**config.mk**
```make
export PLATFORM = sky130hd
export DESIGN_NAME = rc_pulse_width_decoder_top
export DESIGN_NICKNAME = d
export VERILOG_FILES = /design/src/rpwd_pkg.sv /design/src/rpwd_csr.sv /design/src/rpwd_capture.sv /design/src/rpwd_map.sv /design/src/rc_pulse_width_decoder_top.sv
export SDC_FILE = /design/constraint.sdc
export NUM_CORES = 1
export LEC_CHECK = 0
export BUFFER_PORTS_ARGS = -buffer_cell sky130_fd_sc_hd__buf_2
export CORE_ASPECT_RATIO = 0.8
export CORE_MARGIN = 5
export CORE_UTILIZATION = 35
export DETAILED_ROUTE_END_ITERATION = 7
export SETUP_SLACK_MARGIN = 0.02
export SLEW_MARGIN = 20
export SYNTH_ARGS = -nofsm -noshare
export SYNTH_HDL_FRONTEND = slang
export SYNTH_SLANG_ARGS = --single-unit
```
**constraint.sdc**
```tcl
create_clock -name clock -period 29.3 [get_ports clock]
set_input_delay 4.395 -clock clock [delete_from_list [all_inputs] [get_ports clock]]
set_output_delay 4.395 -clock clock [all_outputs]
set_load 0.01 [all_outputs]
```
**src/rpwd_pkg.sv**
```systemverilog
package rpwd_pkg;

   localparam int NUM_CHANNELS_DEFAULT = 4;
   localparam int CAPTURE_BITS_DEFAULT = 16;

   localparam int CaptureFieldW = 16;
   localparam int WidthW        = 17;
   localparam int CmdW          = 14;
   localparam int CsrAddrW      = 5;
   localparam int CsrDataW      = 32;

   // Reset values of the configuration registers.
   localparam logic [15:0] CounterTopReset     = 16'd65535;
   localparam logic [7:0]  StickCenterReset    = 8'd100;
   localparam logic [6:0]  TiltLimitReset      = 7'd20;
   localparam logic [4:0]  YawGainReset        = 5'd5;
   localparam logic [9:0]  YawLimitReset       = 10'd100;
   localparam logic [7:0]  ThrottleOffsetReset = 8'd60;
   localparam logic [5:0]  ThrottleGainReset   = 6'd17;
   localparam logic [11:0] ThrottleMaxReset    = 12'd950;

   typedef enum logic [2:0] {
      CSR_COUNTER_TOP     = 3'd0,
      CSR_STICK_CENTER    = 3'd1,
      CSR_TILT_LIMIT      = 3'd2,
      CSR_YAW_GAIN        = 3'd3,
      CSR_YAW_LIMIT       = 3'd4,
      CSR_THROTTLE_OFFSET = 3'd5,
      CSR_THROTTLE_GAIN   = 3'd6,
      CSR_THROTTLE_MAX    = 3'd7
   } csr_index_type;

   typedef enum logic [1:0] {
      CH_THROTTLE = 2'd0,
      CH_YAW      = 2'd1,
      CH_PITCH    = 2'd2,
      CH_ROLL     = 2'd3
   } channel_type;

   typedef struct packed {
      logic [15:0] counter_top;
      logic [7:0]  stick_center;
      logic [6:0]  tilt_limit;
      logic [4:0]  yaw_gain;
      logic [9:0]  yaw_limit;
      logic [7:0]  throttle_offset;
      logic [5:0]  throttle_gain;
      logic [11:0] throttle_max;
   } cfg_type;

   // One completed pulse: both edge times of a channel.
   typedef struct packed {
      logic [1:0]  channel;
      logic [15:0] rise;
      logic [15:0] fall;
   } capture_type;

   // Tilt angle in 2^-16 rad for an offset magnitude of 0..127 ticks,
   // rounded half up, saturated to the command range.
   localparam int     TiltEntries = 128;
   localparam int     TiltW       = 13;
   localparam longint TiltNum     = 20578304;
   localparam longint TiltDen     = 72000;
   localparam longint CmdMax      = 8191;

   typedef logic [TiltW-1:0] tilt_rom_type [TiltEntries];

   function automatic tilt_rom_type build_tilt_rom();
      tilt_rom_type rom;
      longint       q;
      for (int m = 0; m < TiltEntries; m++) begin
         q = (longint'(m) * TiltNum + TiltDen / 2) / TiltDen;
         rom[m] = (q > CmdMax) ? TiltW'(CmdMax) : TiltW'(q);
      end
      return rom;
   endfunction

   localparam tilt_rom_type TiltRom = build_tilt_rom();

endpackage

```
**src/rpwd_csr.sv**
```systemverilog
module rpwd_csr
   import rpwd_pkg::*;
(
   input  logic                clock,
   input  logic                reset,
   input  logic                csr_psel,
   input  logic                csr_penable,
   input  logic                csr_pwrite,
   input  logic [CsrAddrW-1:0] csr_paddr,
   input  logic [CsrDataW-1:0] csr_pwdata,
   output logic [CsrDataW-1:0] csr_prdata,
   output logic                csr_pready,
   output cfg_type             cfg
);

   cfg_type       cfg_ff;
   cfg_type       cfg_in;
   csr_index_type index;
   logic          wr_en;

   assign csr_pready = 1'b1;
   assign index      = csr_index_type'(csr_paddr[CsrAddrW-1:2]);
   assign wr_en      = csr_psel & csr_penable & csr_pwrite & csr_pready;

   always_comb begin
      cfg_in = cfg_ff;
      if (wr_en) begin
         unique case (index)
            CSR_COUNTER_TOP:     cfg_in.counter_top     = csr_pwdata[15:0];
            CSR_STICK_CENTER:    cfg_in.stick_center    = csr_pwdata[7:0];
            CSR_TILT_LIMIT:      cfg_in.tilt_limit      = csr_pwdata[6:0];
            CSR_YAW_GAIN:        cfg_in.yaw_gain        = csr_pwdata[4:0];
            CSR_YAW_LIMIT:       cfg_in.yaw_limit       = csr_pwdata[9:0];
            CSR_THROTTLE_OFFSET: cfg_in.throttle_offset = csr_pwdata[7:0];
            CSR_THROTTLE_GAIN:   cfg_in.throttle_gain   = csr_pwdata[5:0];
            CSR_THROTTLE_MAX:    cfg_in.throttle_max    = csr_pwdata[11:0];
            default:             cfg_in = cfg_ff;
         endcase
      end
   end

   always_comb begin
      unique case (index)
         CSR_COUNTER_TOP:     csr_prdata = {16'd0, cfg_ff.counter_top};
         CSR_STICK_CENTER:    csr_prdata = {24'd0, cfg_ff.stick_center};
         CSR_TILT_LIMIT:      csr_prdata = {25'd0, cfg_ff.tilt_limit};
         CSR_YAW_GAIN:        csr_prdata = {27'd0, cfg_ff.yaw_gain};
         CSR_YAW_LIMIT:       csr_prdata = {22'd0, cfg_ff.yaw_limit};
         CSR_THROTTLE_OFFSET: csr_prdata = {24'd0, cfg_ff.throttle_offset};
         CSR_THROTTLE_GAIN:   csr_prdata = {26'd0, cfg_ff.throttle_gain};
         CSR_THROTTLE_MAX:    csr_prdata = {20'd0, cfg_ff.throttle_max};
         default:             csr_prdata = '0;
      endcase
   end

   always_ff @(posedge clock) begin
      if (reset) begin
         cfg_ff.counter_top     <= CounterTopReset;
         cfg_ff.stick_center    <= StickCenterReset;
         cfg_ff.tilt_limit      <= TiltLimitReset;
         cfg_ff.yaw_gain        <= YawGainReset;
         cfg_ff.yaw_limit       <= YawLimitReset;
         cfg_ff.throttle_offset <= ThrottleOffsetReset;
         cfg_ff.throttle_gain   <= ThrottleGainReset;
         cfg_ff.throttle_max    <= ThrottleMaxReset;
      end else begin
         cfg_ff <= cfg_in;
      end
   end

   assign cfg = cfg_ff;

endmodule

```
**src/rpwd_capture.sv**
```systemverilog
module rpwd_capture
   import rpwd_pkg::*;
#(
   parameter int NUM_CHANNELS = NUM_CHANNELS_DEFAULT,
   parameter int CAPTURE_BITS = CAPTURE_BITS_DEFAULT
)
(
   input  logic                     clock,
   input  logic                     reset,
   input  logic                     req_tvalid,
   output logic                     req_tready,
   input  logic [CaptureFieldW-1:0] req_tdata,
   input  logic [1:0]               req_tuser,
   output logic                     cap_valid,
   output capture_type              cap,
   input  logic                     cap_ready
);

   localparam int CapW = (CAPTURE_BITS < CaptureFieldW) ? CAPTURE_BITS : CaptureFieldW;

   logic [NUM_CHANNELS-1:0] phase_ff;
   logic [NUM_CHANNELS-1:0] phase_in;
   logic [CapW-1:0]         rise_time_ff [NUM_CHANNELS];
   logic [NUM_CHANNELS-1:0] hit;

   logic            valid_ff;
   logic            valid_in;
   capture_type     cap_ff;
   logic            accept;
   logic            phase_rd;
   logic [CapW-1:0] rise_rd;
   logic [CapW-1:0] time_now;

   assign time_now   = req_tdata[CapW-1:0];
   assign req_tready = ~valid_ff | cap_ready;
   assign accept     = req_tvalid & req_tready;

   // Slot lookup; channels without a slot hit nothing.
   always_comb begin
      phase_rd = 1'b0;
      rise_rd  = '0;
      for (int i = 0; i < NUM_CHANNELS; i++) begin
         hit[i]   = (int'(req_tuser) == i);
         phase_rd = phase_rd | (hit[i] & phase_ff[i]);
         rise_rd  = rise_rd | (hit[i] ? rise_time_ff[i] : '0);
      end
   end

   // Toggle the phase of the addressed slot on every accepted item.
   always_comb begin
      phase_in = phase_ff;
      if (accept) begin
         phase_in = phase_ff ^ hit;
      end
   end

   always_comb begin
      valid_in = valid_ff;
      if (accept && phase_rd) begin
         valid_in = 1'b1;
      end else if (cap_ready) begin
         valid_in = 1'b0;
      end
   end

   always_ff @(posedge clock) begin
      if (reset) begin
         phase_ff <= '0;
         valid_ff <= 1'b0;
      end else begin
         phase_ff <= phase_in;
         valid_ff <= valid_in;
      end
   end

   always_ff @(posedge clock) begin
      for (int i = 0; i < NUM_CHANNELS; i++) begin
         if (accept && hit[i] && !phase_ff[i]) begin
            rise_time_ff[i] <= time_now;
         end
      end
      if (accept && phase_rd) begin
         cap_ff.channel <= req_tuser;
         cap_ff.rise    <= CaptureFieldW'(rise_rd);
         cap_ff.fall    <= CaptureFieldW'(time_now);
      end
   end

   assign cap_valid = valid_ff;
   assign cap       = cap_ff;

endmodule

```
**src/rpwd_map.sv**
```systemverilog
module rpwd_map
   import rpwd_pkg::*;
(
   input  logic              clock,
   input  logic              reset,
   input  cfg_type           cfg,
   input  logic              cap_valid,
   input  capture_type       cap,
   output logic              cap_ready,
   output logic              rsp_tvalid,
   input  logic              rsp_tready,
   output logic [31:0]       rsp_tdata,
   output logic [2:0]        rsp_tuser
);

   logic              valid_ff;
   logic              valid_in;
   logic [1:0]        channel_ff;
   logic [WidthW-1:0] width_ff;
   logic [CmdW-1:0]   cmd_ff;
   logic              err_ff;

   logic [WidthW-1:0] wrap_sum;
   logic [WidthW-1:0] width;
   logic              err;
   logic signed [17:0] off;
   logic signed [17:0] tilt_lim;
   logic [6:0]         tilt_mag;
   logic               tilt_neg;
   logic [17:0]        off_abs;
   logic [TiltW-1:0]   tilt_val;
   logic signed [CmdW-1:0] tilt_cmd;
   logic signed [10:0] yaw_off;
   logic signed [16:0] yaw_prod;
   logic signed [16:0] yaw_lim;
   logic signed [16:0] yaw_clamp;
   logic [WidthW-1:0]  thr_diff;
   logic [11:0]        thr_sat;
   logic [17:0]        thr_prod;
   logic [11:0]        thr_val;
   logic signed [CmdW-1:0] cmd;

   // Width with one counter wrap allowed.
   assign wrap_sum = {1'b0, cfg.counter_top} + 17'd1 + {1'b0, cap.fall} - {1'b0, cap.rise};
   assign err      = (cap.fall == cap.rise);
   assign width    = err ? '0 :
                     (cap.fall > cap.rise) ? {1'b0, cap.fall - cap.rise} : wrap_sum;

   assign off      = $signed({1'b0, width}) - $signed({10'd0, cfg.stick_center});
   assign tilt_lim = $signed({11'd0, cfg.tilt_limit});
   assign off_abs  = off[17] ? 18'(-off) : 18'(off);

   // Pitch and roll: clamp, then look up the angle.
   always_comb begin
      if (off > tilt_lim) begin
         tilt_mag = cfg.tilt_limit;
         tilt_neg = 1'b0;
      end else if (off < -tilt_lim) begin
         tilt_mag = cfg.tilt_limit;
         tilt_neg = 1'b1;
      end else begin
         tilt_mag = off_abs[6:0];
         tilt_neg = off[17];
      end
      tilt_val = TiltRom[tilt_mag];
      if (tilt_neg && tilt_val == TiltW'(CmdMax)) begin
         // A saturated negative angle takes the full negative range.
         tilt_cmd = {1'b1, {(CmdW-1){1'b0}}};
      end else begin
         tilt_cmd = tilt_neg ? -$signed({1'b0, tilt_val}) : $signed({1'b0, tilt_val});
      end
   end

   // Yaw: an offset past the limit range clamps the same as the product would.
   always_comb begin
      if (off > 18'sd1023) begin
         yaw_off = 11'sd1023;
      end else if (off < -18'sd1023) begin
         yaw_off = -11'sd1023;
      end else begin
         yaw_off = off[10:0];
      end
      yaw_prod = 17'(yaw_off) * $signed({12'd0, cfg.yaw_gain});
      yaw_lim  = $signed({7'd0, cfg.yaw_limit});
      if (yaw_prod > yaw_lim) begin
         yaw_clamp = yaw_lim;
      end else if (yaw_prod < -yaw_lim) begin
         yaw_clamp = -yaw_lim;
      end else begin
         yaw_clamp = yaw_prod;
      end
   end

   // Throttle: zero below the offset, clamp to the maximum.
   always_comb begin
      thr_diff = width - {9'd0, cfg.throttle_offset};
      thr_sat  = (thr_diff > 17'd4095) ? 12'hFFF : thr_diff[11:0];
      thr_prod = {6'd0, thr_sat} * {12'd0, cfg.throttle_gain};
      if (width < {9'd0, cfg.throttle_offset}) begin
         thr_val = '0;
      end else if (thr_prod > {6'd0, cfg.throttle_max}) begin
         thr_val = cfg.throttle_max;
      end else begin
         thr_val = thr_prod[11:0];
      end
   end

   always_comb begin
      unique case (channel_type'(cap.channel))
         CH_THROTTLE: cmd = $signed({2'b00, thr_val});
         CH_YAW:      cmd = yaw_clamp[CmdW-1:0];
         CH_PITCH:    cmd = tilt_cmd;
         CH_ROLL:     cmd = tilt_cmd;
         default:     cmd = '0;
      endcase
      if (err) begin
         cmd = '0;
      end
   end

   assign cap_ready = ~valid_ff | rsp_tready;

   always_comb begin
      valid_in = valid_ff;
      if (cap_valid && cap_ready) begin
         valid_in = 1'b1;
      end else if (rsp_tready) begin
         valid_in = 1'b0;
      end
   end

   always_ff @(posedge clock) begin
      if (reset) begin
         valid_ff <= 1'b0;
      end else begin
         valid_ff <= valid_in;
      end
   end

   always_ff @(posedge clock) begin
      if (cap_valid && cap_ready) begin
         channel_ff <= cap.channel;
         width_ff   <= width;
         cmd_ff     <= cmd;
         err_ff     <= err;
      end
   end

   assign rsp_tvalid = valid_ff;
   assign rsp_tdata  = {1'b0, cmd_ff, width_ff};
   assign rsp_tuser  = {err_ff, channel_ff};

endmodule

```
**src/rc_pulse_width_decoder_top.sv**
```systemverilog
// An accepted closing edge goes to the capture register, then is mapped into the result
// register and shown on rsp; an opening edge gives no result. Throughput: one item per cycle
// unless rsp_tready stalls; the per-channel slots are read and updated in the accept cycle.
// Reset (synchronous, active high) sets every channel to await its rising edge, empties
// both stages and loads the register defaults.
module rc_pulse_width_decoder_top
   import rpwd_pkg::*;
#(
   parameter int NUM_CHANNELS = NUM_CHANNELS_DEFAULT,
   parameter int CAPTURE_BITS = CAPTURE_BITS_DEFAULT
)
(
   input  logic                clock,
   input  logic                reset,
   input  logic                req_tvalid,
   output logic                req_tready,
   input  logic [15:0]         req_tdata,   // [15:0] capture_time
   input  logic [1:0]          req_tuser,   // [1:0] channel
   output logic                rsp_tvalid,
   input  logic                rsp_tready,
   output logic [31:0]         rsp_tdata,   // [16:0] pulse_width, [30:17] command, [31] zero
   output logic [2:0]          rsp_tuser,   // [1:0] out_channel, [2] equal_error
   input  logic                csr_psel,
   input  logic                csr_penable,
   input  logic                csr_pwrite,
   input  logic [CsrAddrW-1:0] csr_paddr,
   input  logic [CsrDataW-1:0] csr_pwdata,
   output logic [CsrDataW-1:0] csr_prdata,
   output logic                csr_pready
);

   cfg_type     cfg;
   logic        cap_valid;
   logic        cap_ready;
   capture_type cap;

   rpwd_csr u_csr (
      .clock       (clock),
      .reset       (reset),
      .csr_psel    (csr_psel),
      .csr_penable (csr_penable),
      .csr_pwrite  (csr_pwrite),
      .csr_paddr   (csr_paddr),
      .csr_pwdata  (csr_pwdata),
      .csr_prdata  (csr_prdata),
      .csr_pready  (csr_pready),
      .cfg         (cfg)
   );

   rpwd_capture #(
      .NUM_CHANNELS (NUM_CHANNELS),
      .CAPTURE_BITS (CAPTURE_BITS)
   ) u_capture (
      .clock      (clock),
      .reset      (reset),
      .req_tvalid (req_tvalid),
      .req_tready (req_tready),
      .req_tdata  (req_tdata),
      .req_tuser  (req_tuser),
      .cap_valid  (cap_valid),
      .cap        (cap),
      .cap_ready  (cap_ready)
   );

   rpwd_map u_map (
      .clock      (clock),
      .reset      (reset),
      .cfg        (cfg),
      .cap_valid  (cap_valid),
      .cap        (cap),
      .cap_ready  (cap_ready),
      .rsp_tvalid (rsp_tvalid),
      .rsp_tready (rsp_tready),
      .rsp_tdata  (rsp_tdata),
      .rsp_tuser  (rsp_tuser)
   );

endmodule

```
==> results of run 1 <==
where the power goes:
| part | internal [µW] | leakage [µW] | total, µW | switching (µW) |
|---|---|---|---|---|
| Combinational | 119 | 0.00748 | 310 | 191 |
| Clock | 173 | 0.000369 | 305 | 132 |
| Sequential | 322 | 0.00183 | 326 | 3.88 |
| Total | 614 | 0.00968 | 941 | 327 |
path summary, 6_finish.rpt:
| check | startpoint | endpoint | slack [ps] | depth (start not counted) |
|---|---|---|---|---|
| worst min-delay path | u_csr.cfg[25] | u_csr.cfg[25] | 500 | 2 |
| worst min register to register | u_csr.cfg[25] | u_csr.cfg[25] | 500 | 2 |
| worst max-delay path | u_capture.cap[0] | u_map.cmd_ff[5] | 15770 | 50 |
| worst max register to register | u_capture.cap[0] | u_map.cmd_ff[5] | 15770 | 50 |
through the flow:
stage                     std cells  setup WS, ps  hold WS, ps  total power [µW]
after detailed placement       3061         15950          486               638
after floorplan                2295         17870          454               557
after global routing           3104         14790          523              1000
final                          3104         15770          501               941
after global placement         3061         16060          473               635
after CTS                      3104         15840          502               948
layer usage:
layer	up-vias	share of wire, %	track usage, %
met1	8270	47	27.7
met3	88	6.5	3.29
met2	582	44	30.2
li1	8075	-	-
met5	-	0.087	0
met4	2	2.4	4.62
area by class of cell:
cell class / count / share of cell area, %
Timing Repair Buffer: 116 / 2.85
Tap cell: 760 / 4.28
Inverter: 303 / 5.11
Multi-Input combinational cell: 1672 / 59.4
Clock inverter: 12 / 0.658
Clock buffer: 31 / 2.86
Sequential cell: 210 / 24.8
worst reg2reg max path: cells and delay by family (launching register included):
family / cells / cell delay (ps)
buffers and inverters: 6 / 750
AO/OA/AOI/OAI: 22 / 5090
flip-flops: 1 / 400
adder cells (fa/ha/maj): 8 / 3090
AND/OR/NAND/NOR: 13 / 3580
multiplexers: 1 / 380
cells in the final DEF (no fill, tap or decap), types with 53 or more instances in the layout:
cell type	n
inv_1	298
ha_1	189
nor2_1	188
nand2_1	158
edfxtp_1	132
o21ai_0	109
a21oi_1	107
buf_2	95
fa_1	94
dfxtp_1	78
and2_1	64
mux2i_1	62
xnor2_1	55
nor2b_1	54
nand3_1	53
state kept, by name (all words and copies together) (netlist names):
signal,cells
u_csr.cfg,72
u_capture.rise_time_ff,64
u_capture.cap,34
u_map.width_ff,17
u_map.cmd_ff,14
u_capture.phase_ff,4
u_map.channel_ff,2
u_capture.cap_valid,1
u_map.err_ff,1
u_map.rsp_tvalid,1
kinds of logic after synthesis:
family | count (synthesis)
buffers and inverters | 413
XOR/XNOR | 75
flip-flops | 210
other | 2
AO/OA/AOI/OAI | 532
multiplexers | 90
AND/OR/NAND/NOR | 674
adder cells (fa/ha/maj) | 283
==> run_results.csv, run 1 <==
group,metric,value,unit
status,status,"complete, no violations",
detailed_routing,wl_per_cell,20.1,µm
synthesis,synth_ff_type,"edfxtp_1",
die,start_util,35.5,%
synthesis,synth_cells,2279,
synthesis,ys_types,103,
worst_setup_path,cp-start-kind,"register",
worst_setup_path,crit_path_max_fanout,26,
synthesis,synth_xor_area_share,3.28,%
detailed_routing,ant_nets,0,
power_and_ir_drop,vdd_drop_max,0.0427,mV
cts,insertion_delay,560,ps
synthesis,synthAdderAreaFrac,21.0,%
synthesis,syn_area,0.0203,mm²
worst_setup_path,crit_path_top_delay_cell,"a211oi_1",
timing,rsz0062_at_grt,"no",
cts,clk_path_buf_depth,3,
synthesis,synth_mux_area_share,5.63,%
die,dieArea,0.0628,mm²
cts,ctsResizeCount,0,
global_route,antenna_found_initial,1,
cts,cts_setup_buffers,0,
place,port_buffers,95,
layout,drive_above_1_share,9.68,%
die,die_x,279,µm
timing,tns,0,ps
layout,utilization,39.0,%
synthesis,synth-edff-count,132,
cts,path_clk_slew,70,ps
detailed_routing,drt_iter0_drc,1372,
layout,nNetsFinal,2672,
die,core_area,0.0570,mm²
timing,finalCriticalPeriod,13530,ps
timing,maxSlewViolCount,0,
cts,cts_made_buffers,24,
timing,fin_crit_sh,46.2,%
power_and_ir_drop,cellPowerDensity,42.3,mW/mm²
cts,hold_buffers,0,
die,ios,132,
layout,stdcell_area,0.0222,mm²
layout,n_fill_cell,5793,
synthesis,synth-simple-area-share,16.4,%
cts,htree_num_levels,1,
synthesis,synth.avg_cell_area,8.89,µm²
worst_setup_path,end_kind,"register",
timing,max_freq,73.9,MHz
worst_setup_path,cpLargestDelayFamily,"compound AO/OA/AOI/OAI gates",
synthesis,yosysSeqAreaShare,27.3,%
global_route,grt_pass1_wl,96500,µm
cts,cts_num_sinks,210,
synthesis,synth_most_common_cell,"inv_1",
synthesis,synth_top_family_by_area,"adder cells",
timing,finClkSkew,24.0,ps
global_route,grt_usage,19.2,%
global_route,grt_max_degree,79,
global_route,grt_overflow_total,0,
timing,slew_headroom,29.1,%
worst_setup_path,worst_ep_arrival_time,13820,ps
worst_setup_path,path_class,"reg -> reg",
place,place_area,0.0214,mm²
detailed_routing,drc,0,
worst_setup_path,cp.required,29590,ps
layout,multiInputGateArea,0.0132,mm²
synthesis,synth_warnings,0,
layout,area_growth,9.76,%
synthesis,synth_top_cell_by_area,"edfxtp_1",
timing,setup_violations,0,
place,dpl.hpwl,49000,µm
cts,root_buffer,"clkbuf_16",
worst_setup_path,cp_slowest_stage_delay,1010,ps
synthesis,yosys-top-cells-area,"edfxtp_1 20%, ha_1 12%, fa_1 9.3%",
timing,max_slew.worst_pin.slew,1060,ps
synthesis,synth-compound-area-share,18.1,%
layout,n_antenna_cell,0,
layout,register_area,0.00553,mm²
place,place_congestion,0.948,
synthesis,ys_ff_latch,210,
global_route,first_global_vias,16600,
synthesis,synth_top_area_share,19.6,%
detailed_routing,first_pass_iters,6,
detailed_routing,dr_total_vias,17000,
synthesis,ys_async_sr_fraction,0,%
timing,hold_viol,0,
hold_path,hold_class,"reg -> reg",
power_and_ir_drop,leakage,0.00968,µW
die,num_rows,78,
cts,cts_tree,"built",
run,maxCapViolCount,0,
worst_setup_path,crit_top_cell,"inv_1",
detailed_routing,drt_wl_total,62300,µm
worst_setup_path,crit_buf_inv,6,
detailed_routing,via_per_inst,5.48,
die,die_h,225,µm
synthesis,yosys-top-cells-count,"298 x inv_1, 190 x nor2_1, 189 x ha_1",
No activity file was read; power rests on OpenSTA's default activity.
==> inputs of run 2 (changes only) <==
- clock period: 29.3 -> 12.1 ns (I/O delays scaled with it)
==> run 2 against run 1 <==
Net effect:
- sequential share of layout area decreased by 0.45 points
- total power increased by 150%
- core utilization increased by 0.72 points
- cell count increased by 1.1%
- count of clock-buffer cells in the layout increased by 1
==> run_results.csv, run 2 (synthesis results as in run 1) <==
group,metric,value,unit
worst_setup_path,end_kind,"register",
worst_setup_path,cp_slowest_stage_delay,560,ps
die,ios,132,
place,place_area,0.0217,mm²
hold_path,holdPathStages,2,
global_route,grt_pass1_wl,95700,µm
layout,finalNonFillerCells,3139,
cts,path_clk_slew,60,ps
layout,stdcell_area,0.0226,mm²
worst_setup_path,cpLargestDelayFamily,"compound AO/OA/AOI/OAI gates",
timing,tns,0,ps
layout,n_antenna_cell,0,
die,die_x,279,µm
cts,clk_path_buf_depth,3,
global_route,antenna_found_initial,0,
place,place_congestion,0.936,
detailed_routing,first_pass_iters,6,
worst_setup_path,crit_path_top_delay_cell,"fa_1",
place,dpl.hpwl,49000,µm
hold_path,hold_end,"u_capture.phase_ff[1]",
layout,mostFrequentLayoutCells,"298 x inv_1, 189 x ha_1, 184 x nor2_1, 155 x nand2_1, 132 x edfxtp_1",
layout,drive_above_1_share,12.2,%
timing,setup_violations,0,
worst_setup_path,cp.required,12400,ps
timing,finClkSkew,21.5,ps
global_route,first_global_vias,16500,
detailed_routing,wl_per_cell,19.7,µm
detailed_routing,drc,0,
global_route,grt_overflow_total,0,
timing,maxSlewViolCount,0,
timing,max_slew.worst_pin.slew,1100,ps
cts,root_buffer,"clkbuf_16",
power_and_ir_drop,power,2310,µW
die,die_h,225,µm
worst_setup_path,worst_ep_arrival_time,11780,ps
cts,cts_num_sinks,210,
detailed_routing,dr_total_vias,17000,
layout,n_fill_cell,5735,
power_and_ir_drop,leakage,0.00989,µW
die,core_area,0.0570,mm²
layout,final_common_cell,"inv_1",
cts,htree_num_levels,1,
layout,register_area,0.00553,mm²
place,dp.cells,3090,
die,start_util,35.5,%
timing,hold_viol,0,
detailed_routing,via_per_inst,5.43,
status,status,"complete, no violations",
worst_setup_path,crit_top_cell,"inv_1",
hold_path,hp-start,"u_capture.phase_ff[1]",
die,dieArea,0.0628,mm²
worst_setup_path,crit_buf_inv,10,
layout,utilization,39.7,%
timing,max_freq,87.1,MHz
die,num_rows,78,
run,maxCapViolCount,0,
detailed_routing,ant_nets,0,
worst_setup_path,reg2reg_slack,620,ps
layout,multiInputGateArea,0.0133,mm²
power_and_ir_drop,vdd_drop_max,0.112,mV
worst_setup_path,path_class,"reg -> reg",
worst_setup_path,crit_path_max_fanout,18,
detailed_routing,drt_wl_total,61900,µm
worst_setup_path,r2r-end,"u_map.cmd_ff[8]",
layout,nNetsFinal,2708,
place,port_buffers,95,
cts,cts_made_buffers,24,
detailed_routing,drt_iter0_drc,1356,
worst_setup_path,rr_worst_depth,56,
timing,fin_crit_sh,94.9,%
global_route,grt_max_degree,79,
layout,largest_reg_flops,72,
worst_setup_path,rr_startpoint,"u_capture.cap[0]",
hold_path,hold_class,"reg -> reg",
cts,insertion_delay,570,ps
cts,cts_tree,"built",
layout,area_growth,11.8,%
worst_setup_path,cp-start-kind,"register",
timing,finalCriticalPeriod,11480,ps
timing,slew_headroom,24.5,%
power_and_ir_drop,cellPowerDensity,102,mW/mm²
global_route,grt_usage,19.1,%
run 2: what timing repair did:
| item | CTS | global route |
|---|---|---|
| gates resized for setup | 2 | 39 |
| pin swaps | 0 | 11 |
| setup endpoints to repair | 2 | 14 |
| hold buffers | 0 | 0 |
| buffers inserted | 0 | 6 |
| cloned | 0 | 1 |
run 2: how the worst max path moves through the flow:
stage | from | end | slack, ps | cells past startpoint
final | u_capture.cap[0] | u_map.cmd_ff[8] | 620 | 56
after global routing | u_capture.cap[0] | u_map.cmd_ff[8] | -7 | 57
after CTS | u_capture.cap[0] | u_map.cmd_ff[2] | 70 | 56
after detailed placement | u_capture.cap[0] | u_map.cmd_ff[2] | 30 | 55
after global placement | u_capture.cap[0] | u_map.cmd_ff[2] | 110 | 54
after floorplan | u_capture.cap[0] | u_map.cmd_ff[1] | 670 | 55
run 2: through the flow:
step	worst slack (ps)	hold slack (ps)
finish	618	497
global route	-6.51	523
CTS	72.6	498
detailed placement	32.0	485
global placement	111	473
floorplan	669	454
run 2: where the power goes:
group / switching, µW / internal [µW]
Combinational: 487 / 313
Clock: 316 / 407
Sequential: 9.02 / 780
run 2: routing by layer:
| metal | vias up | track usage, % | routed length, µm |
|---|---|---|---|
| met5 | - | 0 | 0 |
| met4 | 0 | 3.87 | 1270 |
| met3 | 78 | 2.97 | 3830 |
| met2 | 510 | 30.3 | 27600 |
| met1 | 8321 | 27.8 | 29200 |
| li1 | 8132 | - | - |
run 2: cell type report:
class / count / share of cell area [%]
Timing Repair Buffer: 152 / 4.10
Inverter: 303 / 5.02
Clock buffer: 32 / 2.87
Tap cell: 760 / 4.20
Multi-Input combinational cell: 1672 / 58.9
Sequential cell: 210 / 24.4
Clock inverter: 10 / 0.547
run 2: worst register-to-register path, delay by kind of cell, from the launching register on:
family          cells  cell delay, ps
buf+inv            10            1280
flops               1             350
compound gates     21            4200
xor+xnor            1             270
simple gates       16            2160
fa+ha+maj           8            2990
==> inputs of run 3 (changes only) <==
- CELL_PAD_IN_SITES_DETAIL_PLACEMENT: unset -> 1
- CELL_PAD_IN_SITES_GLOBAL_PLACEMENT: unset -> 1
- PLACE_DENSITY_LB_ADDON: unset -> 0.1
- SETUP_SLACK_MARGIN: 0.02 -> 0.4
==> run 3 against run 2 <==
Net effect:
- non-clock buffer count grew 36
- sequential power is essentially flat
- global-route usage grew 3.6 points
- via count grew 3.4%
- critical path depth shrank 4
- core utilization grew 0.90 points
- total power grew 3.7%
- first-iteration DRC count shrank 1.3%
- combinational power grew 8.4%
- cell area grew 2.3%
- sequential cell count is the same
- clock power grew 3%
- critical path type unchanged
- largest power group unchanged
==> run_results.csv, run 3 (synthesis results as in run 1) <==
group,metric,value,unit
power_and_ir_drop,power_frac_comb,36.1,%
timing,slew_headroom,25.4,%
cts,cts_tree,"built",
timing,finalCriticalPeriod,11170,ps
timing,setup_violations,0,
power_and_ir_drop,swShare,35.3,%
run,maxCapViolCount,0,
global_route,grt_overflow_total,0,
worst_setup_path,crit_path_max_fanout,8,
timing,setup_ws,930,ps
status,status,"complete, no violations",
power_and_ir_drop,p_switching,847,µW
detailed_routing,ant_nets,0,
die,num_rows,78,
cts,root_buffer,"clkbuf_16",
timing,fin_crit_sh,92.3,%
global_route,grt_max_degree,79,
power_and_ir_drop,p_int,1550,µW
hold_path,hp-start,"u_csr.cfg[11]",
worst_setup_path,cp-start-kind,"register",
layout,n_fill_cell,6627,
detailed_routing,drt_wl_total,73400,µm
worst_setup_path,cp_slowest_stage_delay,540,ps
global_route,grt_pass1_wl,111000,µm
layout,mostFrequentLayoutCells,"295 x inv_1, 182 x nor2_1, 180 x ha_1, 156 x nand2_1, 132 x edfxtp_1",
timing,max_freq,89.5,MHz
die,die_x,279,µm
worst_setup_path,crit_top_cell,"a21oi_1",
worst_setup_path,worstSetupStartpoint,"u_capture.cap[3]",
detailed_routing,wl_per_cell,23.1,µm
detailed_routing,dr_total_vias,17600,
layout,largest_reg_flops,72,
layout,drive_above_1_share,15.0,%
worst_setup_path,end_kind,"register",
worst_setup_path,reg2reg_slack,930,ps
cts,htree_num_levels,1,
cts,clk_path_buf_depth,3,
detailed_routing,first_pass_iters,5,
die,ios,132,
hold_path,hold_class,"reg -> reg",
worst_setup_path,rr_startpoint,"u_capture.cap[3]",
worst_setup_path,cp.required,12370,ps
detailed_routing,drt_iter0_drc,1339,
die,start_util,35.5,%
worst_setup_path,worst_ep_arrival_time,11440,ps
timing,max_slew.worst_pin.slew,1090,ps
worst_setup_path,crit_path_top_delay_cell,"fa_1",
die,core_area,0.0570,mm²
timing,rsz0062_at_grt,"no",
place,place_congestion,0.874,
die,dieArea,0.0628,mm²
power_and_ir_drop,cellPowerDensity,104,mW/mm²
layout,nNetsFinal,2744,
global_route,antenna_found_initial,7,
place,dpl.hpwl,59300,µm
cts,path_clk_slew,60,ps
timing,hold_viol,0,
layout,utilization,40.6,%
cts,cts_made_buffers,24,
timing,finClkSkew,38.8,ps
place,place_ws,-61.9,ps
global_route,grt_usage,22.7,%
layout,final_common_cell,"inv_1",
detailed_routing,drc,0,
detailed_routing,via_per_inst,5.54,
place,port_buffers,95,
layout,area_growth,14.3,%
cts,cts_num_sinks,210,
worst_setup_path,path_class,"reg -> reg",
die,die_h,225,µm
power_and_ir_drop,pwr-share-seq,32.9,%
global_route,first_global_vias,17600,
power_and_ir_drop,vdd_drop_max,0.130,mV
timing,maxSlewViolCount,0,
cts,insertion_delay,560,ps
power_and_ir_drop,leakage,0.0101,µW
power_and_ir_drop,power,2400,µW
power_and_ir_drop,clockPowerShare,30.9,%
[run 3: repair_timing]
action	in CTS	in global routing
hold buffers	0	0
gates resized for setup	15	71
setup buffers	0	13
pin swaps	0	22
setup endpoints to repair	13	14
cloned	0	1
[run 3: metrics by stage]
step	area [µm²]	setup TNS, ps	cells	hold slack (ps)
CTS	22800	0	3161	503
finish	23200	0	3178	503
floorplan	20300	0	2295	454
global placement	21900	0	3117	472
global route	23200	0	3177	542
detailed placement	21900	-141	3117	490
[run 3: worst paths after layout]
| check | end | cells past startpoint |
|---|---|---|
| max | u_map.cmd_ff[3] | 52 |
| min | u_csr.cfg[11] | 2 |
| max reg2reg | u_map.cmd_ff[3] | 52 |
| min reg2reg | u_csr.cfg[11] | 2 |
[run 3: power groups by stage]
stage	clock, µW	combinational (µW)	sequential (µW)
floorplan	0	547	801
global placement	0	810	804
detailed placement	0	826	805
CTS	762	837	789
global route	789	959	790
finish	742	867	789
[run 3: per-layer routing]
metal  track usage, %  up-vias  part of all wire [%]
met4             2.60        6                   1.1
li1                 -     8217                     -
met5                0        -                 0.063
met1             35.2     8916                    51
met2             33.4      420                    41
met3             4.60       54                   6.5
[run 3: worst max-delay path: cells and delay by family, from the launching register on]
| kind | cells | cell delay, ps |
|---|---|---|
| buf+inv | 8 | 1020 |
| compound gates | 25 | 4110 |
| fa+ha+maj | 7 | 2820 |
| simple gates | 10 | 2230 |
| flops | 1 | 410 |
| xor+xnor | 1 | 170 |
| mux | 1 | 110 |
[run 3: layout make-up]
cell class	count	area, µm²	area share, %
Multi-Input combinational cell	1672	13500	58.5
Sequential cell	210	5530	23.9
Timing Repair Buffer	188	1210	5.21
Inverter	303	1140	4.91
Tap cell	760	951	4.11
Clock buffer	30	664	2.87
Clock inverter	14	133	0.573
Antenna cell	1	2.50	0.0108
